$ cat src/design/ppst_pkg.sv
// Shared types, constants and tables for the pure pursuit steering core.
`default_nettype none
package ppst_pkg;

  typedef enum logic [1:0] {
    ACT_CLEAR  = 2'd0,
    ACT_APPEND = 2'd1,
    ACT_POSE   = 2'd2,
    ACT_NONE   = 2'd3
  } action_t;

  localparam logic [2:0] STAT_TRACK  = 3'd0;
  localparam logic [2:0] STAT_IDLE   = 3'd1;
  localparam logic [2:0] STAT_GOAL   = 3'd2;
  localparam logic [2:0] STAT_STORED = 3'd3;
  localparam logic [2:0] STAT_FULL   = 3'd4;

  localparam logic [2:0] REG_WHEEL_BASE = 3'd0;
  localparam logic [2:0] REG_GAIN       = 3'd1;
  localparam logic [2:0] REG_MIN_LOOK   = 3'd2;
  localparam logic [2:0] REG_MAX_LOOK   = 3'd3;
  localparam logic [2:0] REG_CRUISE     = 3'd4;
  localparam logic [2:0] REG_GOAL_RAD   = 3'd5;

  localparam logic signed [21:0] ANG_PI      = 22'sd205887;
  localparam logic signed [21:0] ANG_HALF_PI = 22'sd102944;
  localparam logic signed [21:0] ANG_TWO_PI  = 22'sd411775;
  localparam logic signed [19:0] GAIN_INV    = 20'sd39797;

  localparam int NUM_W = 50;

  typedef struct packed {
    logic             start;
    logic [NUM_W-1:0] num;
    logic [30:0]      den;
  } div_req_t;

  typedef struct packed {
    logic             done;
    logic [NUM_W-1:0] quo;
  } div_rsp_t;

  typedef enum logic [14:0] {
    S_IDLE = 15'h0001,
    S_LOOK = 15'h0002,
    S_LIM  = 15'h0004,
    S_SQL  = 15'h0008,
    S_SQG  = 15'h0010,
    S_RD   = 15'h0020,
    S_DX   = 15'h0040,
    S_MX   = 15'h0080,
    S_MY   = 15'h0100,
    S_CHK  = 15'h0200,
    S_ATAN = 15'h0400,
    S_FOLD = 15'h0800,
    S_SIN  = 15'h1000,
    S_MUL  = 15'h2000,
    S_DIV  = 15'h4000
  } state_t;

  function automatic logic [16:0] atan_tab(input logic [3:0] i);
    logic [16:0] v;
    case (i)
      4'd0:    v = 17'd51472;
      4'd1:    v = 17'd30386;
      4'd2:    v = 17'd16055;
      4'd3:    v = 17'd8150;
      4'd4:    v = 17'd4091;
      4'd5:    v = 17'd2047;
      4'd6:    v = 17'd1024;
      4'd7:    v = 17'd512;
      4'd8:    v = 17'd256;
      4'd9:    v = 17'd128;
      4'd10:   v = 17'd64;
      4'd11:   v = 17'd32;
      4'd12:   v = 17'd16;
      4'd13:   v = 17'd8;
      4'd14:   v = 17'd4;
      default: v = 17'd2;
    endcase
    return v;
  endfunction

endpackage
`default_nettype wire

$ cat src/design/ppst_div.sv
// Restoring unsigned divider, one quotient bit per cycle.
`default_nettype none
module ppst_div (
  input  wire logic              clk,
  input  wire logic              rst_n,
  input  wire ppst_pkg::div_req_t req,
  output ppst_pkg::div_rsp_t      rsp
);
  localparam int NW = ppst_pkg::NUM_W;
  localparam int CW = $clog2(NW);

  logic          busy_r, busy_nxt;
  logic          done_r, done_nxt;
  logic [CW-1:0] cnt_r, cnt_nxt;
  logic [30:0]   rem_r, rem_nxt;
  logic [NW-1:0] q_r, q_nxt;
  logic [31:0]   trial;

  always_comb begin
    busy_nxt = busy_r;
    done_nxt = 1'b0;
    cnt_nxt  = cnt_r;
    rem_nxt  = rem_r;
    q_nxt    = q_r;
    trial    = {rem_r, q_r[NW-1]};
    if (req.start) begin
      busy_nxt = 1'b1;
      cnt_nxt  = '0;
      rem_nxt  = '0;
      q_nxt    = req.num;
    end else if (busy_r) begin
      if (trial >= {1'b0, req.den}) begin
        rem_nxt = 31'(trial - {1'b0, req.den});
        q_nxt   = {q_r[NW-2:0], 1'b1};
      end else begin
        rem_nxt = trial[30:0];
        q_nxt   = {q_r[NW-2:0], 1'b0};
      end
      cnt_nxt = cnt_r + 1'b1;
      if (cnt_r == CW'(NW - 1)) begin
        busy_nxt = 1'b0;
        done_nxt = 1'b1;
      end
    end
  end

  always_ff @(posedge clk) begin
    if (!rst_n) begin
      busy_r <= 1'b0;
      done_r <= 1'b0;
    end else begin
      busy_r <= busy_nxt;
      done_r <= done_nxt;
    end
    cnt_r <= cnt_nxt;
    rem_r <= rem_nxt;
    q_r   <= q_nxt;
  end

  assign rsp.done = done_r;
  assign rsp.quo  = q_r;
endmodule
`default_nettype wire

$ cat config.mk
export PLATFORM = sky130hd
export DESIGN_NAME = ppst_div
export DESIGN_NICKNAME = d
export VERILOG_FILES = /design/src/design/ppst_pkg.sv /design/src/design/ppst_div.sv
export SDC_FILE = /design/constraint.sdc
export NUM_CORES = 1
export LEC_CHECK = 0
export BUFFER_PORTS_ARGS = -buffer_cell sky130_fd_sc_hd__buf_2
export CAP_MARGIN = 20
export CORE_MARGIN = 3
export CORE_UTILIZATION = 35
export DETAILED_ROUTE_END_ITERATION = 7
export GPL_TIMING_DRIVEN = 1
export HOLD_SLACK_MARGIN = 0.1
export PLACE_DENSITY = 0.65
export SYNTH_ARGS = -nofsm -noshare
export SYNTH_HDL_FRONTEND = slang
export SYNTH_SLANG_ARGS = --single-unit
$ cat constraint.sdc
create_clock -name clk -period 3 [get_ports clk]
set_input_delay 0.15 -clock clk [delete_from_list [all_inputs] [get_ports clk]]
set_output_delay 0.15 -clock clk [all_outputs]
set_load 0.005 [all_outputs]
## After elaboration in Yosys (flattened, before gate mapping)

Index checks and enable logic that the tools add are counted.

- Register bits after elaboration: 89
- Input bits: 84
- Word-level logic and storage cells: 21

- Order comparisons: 1
- $add $sub $neg: 2
- Reductions and logical operators: 2
- Muxes and demuxes: 8
- Bitwise gates (word level): 2
- Equality and inequality tests: 1

Operators with widths:

| cell | count |
|---|---|
| $mux 50 | 2 |
| $ge 32x31->1 | 1 |
| $mux 31 | 1 |
| $sub 31x31->31 | 1 |
| $add 6x1->6 const B | 1 |
| $eq 6x6->1 const B | 1 |
| $mux 1 | 5 |
| $reduce_or 3->1 | 1 |
| $not 1->1 | 2 |
| $reduce_bool 2->1 | 1 |

## Logic depth before layout (Yosys ltp)

- Depth in word-level cells: 4
- Depth in mapped cells: 12

## Least setup slack after synthesis

No wires, ideal clock.

- Path type: register to register
- Start point: register q_r[49]
- End point: register rem_r[17]
- Path buffers: 0
- Data arrival time: 2547 ps
- Stages on the path, launching flop included: 12
- Setup slack: 361 ps
- Path through: edfxtp_1 inv_1 ha_1 fa_1 nand2b_1 a21oi_2 o21ai_0 a21oi_2 o21a_4 nor2_8 or3b_1 a311oi_1

- Word-level cells in the longest chain between the ends: 2
- Elaborated cells between the ends (all ways): 3
- Those cells by class: add/sub: 1; order compare: 1; mux: 1

RTL lines:

| element | line | source |
|---|---|---|
| start, declared | ppst_div.sv:16 | `logic [NW-1:0] q_r, q_nxt;` |
| start signal, assigned | ppst_div.sv:57 | `q_r <= q_nxt;` |
| $sub 31x31->31 or $ge 32x31->1 (tied branches) | ppst_div.sv:33, ppst_div.sv:32 |  |
| $mux 31 * | ppst_div.sv:32 | `if (trial >= {1'b0, req.den}) begin` |
| end signal, assigned | ppst_div.sv:56 | `rem_r <= rem_nxt;` |
| end, declared | ppst_div.sv:15 | `logic [30:0] rem_r, rem_nxt;` |

Mark *: on every way between the ends. The rest lies on a longest branch, timed or not.
A chain may end at the register's enable or synchronous reset.

## Worst setup path in the final report

- Start point: register q_r[49]
- End point: register rem_r[2]

The elaborated chain is that of the path after synthesis.

==> metrics.md <==
| Metric | Value |
|---|---|
| Routed WL per cell | 15.44 microns |
| Seq/Total Area, Yosys | about two fifths |
| Clk_skew | 6.837 ps |
| First-pass DRT Iterations | 4 |
| Routed WL | 15670 microns |
| DP Cell Count | between 900 and 1000 |
| DP Wirelength | 11480 microns |
| Overall Global Routing Usage | ~17% |
| Number of core rows | 46 |
| Synth-to-layout area growth | 28.30% |
| Maximum VDD drop | 0.3086 mV |
| Cell area after synthesis | 5929 sq um |
| Crit end category | flip-flop |
| Die H | between 100 and 150 microns |
| Gr ovfl total | 0 |
| Period utilisation layout | between 90 and 100% |
| Crit path required time | 3270 ps |
| WHS | ~110 ps |
| Core Region | between 15000 and 20000 sq um |
| CP Data Arrival Time | between 3000 and 4000 ps |
| P_leak | 3.260 nW |
| Most common flop cell mapped by yosys | edfxtp_1 |
| Crit path max-delay cell type | fa_1 |
| Slew HR | 61.58% |
| Clk sinks | 89 |
| Crit path max fanout | 15 |
| First-pass GRT wire length | ~25000 microns |
| Crit path kind | reg2reg |
| Final Slew Violations | 0 |
| Final std cells w/o fill | between 1000 and 1500 |
| Remaining DRCs | 0 |
| Initial antenna violation count | 0 |
| Die area | 18540 sq um |
| Vias/cell | between 5 and 6 |
| Share of post-route cells with drive strength above 1 | between 30% and 40% |
| CTS Buf Count | 9 |
| Vias | slightly above 5000 |
| Simple-gate share of the synthesized area | 14.81% |
| Power per Cell Area | just over 500 nW/um^2 |
| Final worst setup slack | 213.1 ps |
| Post-synth EDFFs | 50 |
| Ports | roughly 140 |
| Mux share of post-synthesis cell area | around a tenth |
| Register bit total from synthesis | 89 |
| Synth Area in Compound Gates | between 20% and 30% |
| Buffers on Ports | 134 |
| Clock Pin Slew Worst Setup and Hold Paths | roughly 70 ps |
| Post-Syn Area per Cell | approximately 9.5 sq um |
| Post-Synthesis Cells | between 600 and 700 |
| XOR/XNOR Fraction of Synth Area | 3.397% |
| Pre-CTS WS | 123.6 ps |
| Reg2reg setup slack | 210 ps |
| Clk Latency, worst-skew pair | around 350 ps |
| Slowest Stage Delay on Critical Path | 410 ps |
| Max Cap Violations | 0 |
| # setup viols final | 0 |
| Hold violation total from the final report | 0 |
| CP top delay family | compound AO/OA/AOI/OAI gates |
| Minimum clock period | approximately 2800 ps |
| CP Launch Type | flip-flop |
| Number of diodes | 0 |
| Clock root cell | clkbuf_16 |
| TNS Setup | 0 ps |
| Nets | around 910 |
| H-tree Lvls | 3 |
| DRT iter0 DRCs | 308 |
| Crit-path cells | inv_1 > ha_1 > fa_1 > nand2b_4 > a21oi_2 > o21ai_1 > a21oi_2 > buf_4 > o21ai_2 > nand2_2 > buf_12 > nand3_1 > a311oi_2 |
| Ys async rst share | 0% |
| Synth Net Count | 743 |
| Yosys Warn Count | 0 |
| Outcome | complete, no violations |
| Final ANT Viol Nets | 0 |
| Largest family of logic cells by synthesized area | compound AO/OA/AOI/OAI gates |
| Distinct cell type count after synthesis | 67 |
| Pwr Total | around 3.8 mW |
| Max Clock Freq | 358.8 MHz |
| GPL Wtd Cong | ~0.89 |
| Slew @ Worst Pin | between 500 and 600 ps |
| Tightest Hold Check Type | in2reg |
| Most common cell on crit path | a21oi_2 |
| Buf+Inv Stages, Crit Path | 3 |
| Post-synthesis adder-cell area fraction | under 10% |
| Starting Density | a little over a third |
| Largest net degree at the start of global routing | 47 |
| Horiz. Die Dim | 136.2 microns |
| Clock tree from TritonCTS | done |
| Vias in the first global route | 5056 |
| Clock Tree Buf Depth | 2 |
[cells in the final DEF, fill, tap and decap left out, types with 5 or more instances in the layout]
master         netlist  final
a211oi_1             5      5
a21o_1              11     11
a21oi_1             44     44
a21oi_2              5      5
a311oi_1             8      8
a311oi_2            14     14
a31oi_1              6      6
buf_2                9    133
buf_4                1     14
clkbuf_16            0      9
dfxtp_1             39     38
dlygate4sd3_1        0     43
edfxtp_1            50     50
ha_1                33     33
inv_1               41     41
mux2_2              50     50
nand2_1             74     74
nand3_1             15     15
nand4_1             12     12
nor2_1              54     54
nor3_1               6      6
o211ai_1             7      7
o21a_1               6      6
o21ai_0             17     16
o21ai_1              4      5
o21bai_1             5      5
or3_1                5      5
xnor2_1             15     15
xor2_1               8      8
[Yosys cell counts (all sizes together), types with 2 or more instances]
library cell	count	share of area (%)
a211oi	6	0.84
a21o	11	1.4
a21oi	51	5.0
a2bb2oi	4	0.59
a311oi	22	4.7
a31oi	6	0.63
a41oi	2	0.30
and2	2	0.23
and3	4	0.44
buf	16	2.0
clkbuf	19	1.2
dfxtp	39	13
edfxtp	50	25
ha	33	7.0
inv	41	2.6
mux2	50	9.5
mux2i	4	0.68
nand2	75	4.8
nand2b	4	0.42
nand3	15	1.3
nand4	12	1.3
nor2	55	3.8
nor2b	3	0.32
nor3	6	0.51
o2111ai	2	0.30
o211ai	7	0.89
o21a	7	1.0
o21ai	23	2.1
o21bai	5	0.63
o22ai	3	0.32
o31ai	2	0.25
or3	5	0.53
or3b	2	0.30
xnor2	15	2.2
xor2	8	1.2
[metal layers]
metal  global-route usage [%]  part of all wire, %  vias to the layer above  wire length [microns]
met1                    21.78                   46                     2452                   7174
met5                        0                    0                        -                      0
met2                    27.63                   49                       92                   7697
li1                         -                    -                     2619                      -
met4                    7.111                  2.5                        0                    395
met3                    1.962                  2.6                       24                    408
[cell families after synthesis]
logic type,count (synthesis)
AO/OA/AOI/OAI,158
XOR/XNOR,23
adder cells (fa/ha/maj),34
buffers and inverters,77
flip-flops,89
multiplexers,54
AND/OR/NAND/NOR,190
[power breakdown]
part	internal [mW]	leakage, nW	total (mW)	switching (mW)
clock network	0.750	0.164	1.29	0.544
logic	0.483	2.27	1.04	0.555
registers	1.42	0.824	1.50	0.0739
[area by class of cell]
cell class / instances / area, sq um
tap: 216 / 270.3
clock inverter: 7 / 108.9
fill: 1569 / 8623
inverter: 42 / 157.7
timing repair buffer: 193 / 1252
multi-input combinational: 459 / 3309
clock buffer: 9 / 225.2
sequential: 89 / 2283
[what timing repair did]
item / CTS / global route
hold buffers: 42 / 1
endpoints found under the hold margin: 43 / 1
resized for setup: 0 / 3
setup buffers: 0 / 2
setup endpoints to repair: 0 / 14
[state kept, by name, summed over array words and instances (netlist names)]
name	count
q_r	50
rem_r	31
busy_r	1
cnt_r	6
done_r	1
[per-stage QoR]
| stage | utilization [%] | cell area, sq um |
|---|---|---|
| finish | 46.87 | 7607 |
| global route | 46.87 | 7607 |
| CTS | 46.65 | 7571 |
| detailed placement | 42.00 | 6817 |
| global placement | 42.00 | 6817 |
| floorplan | - | 5929 |
[path summary, 6_finish.rpt]
kind | from | end | depth (start not counted)
max | q_r[49] | rem_r[2] | 13
min | req[80] | q_r[49] | 2
max reg2reg | q_r[49] | rem_r[2] | 13
min reg2reg | rem_r[18] | rem_r[18] | 2
(Power assumes the default switching activity.)
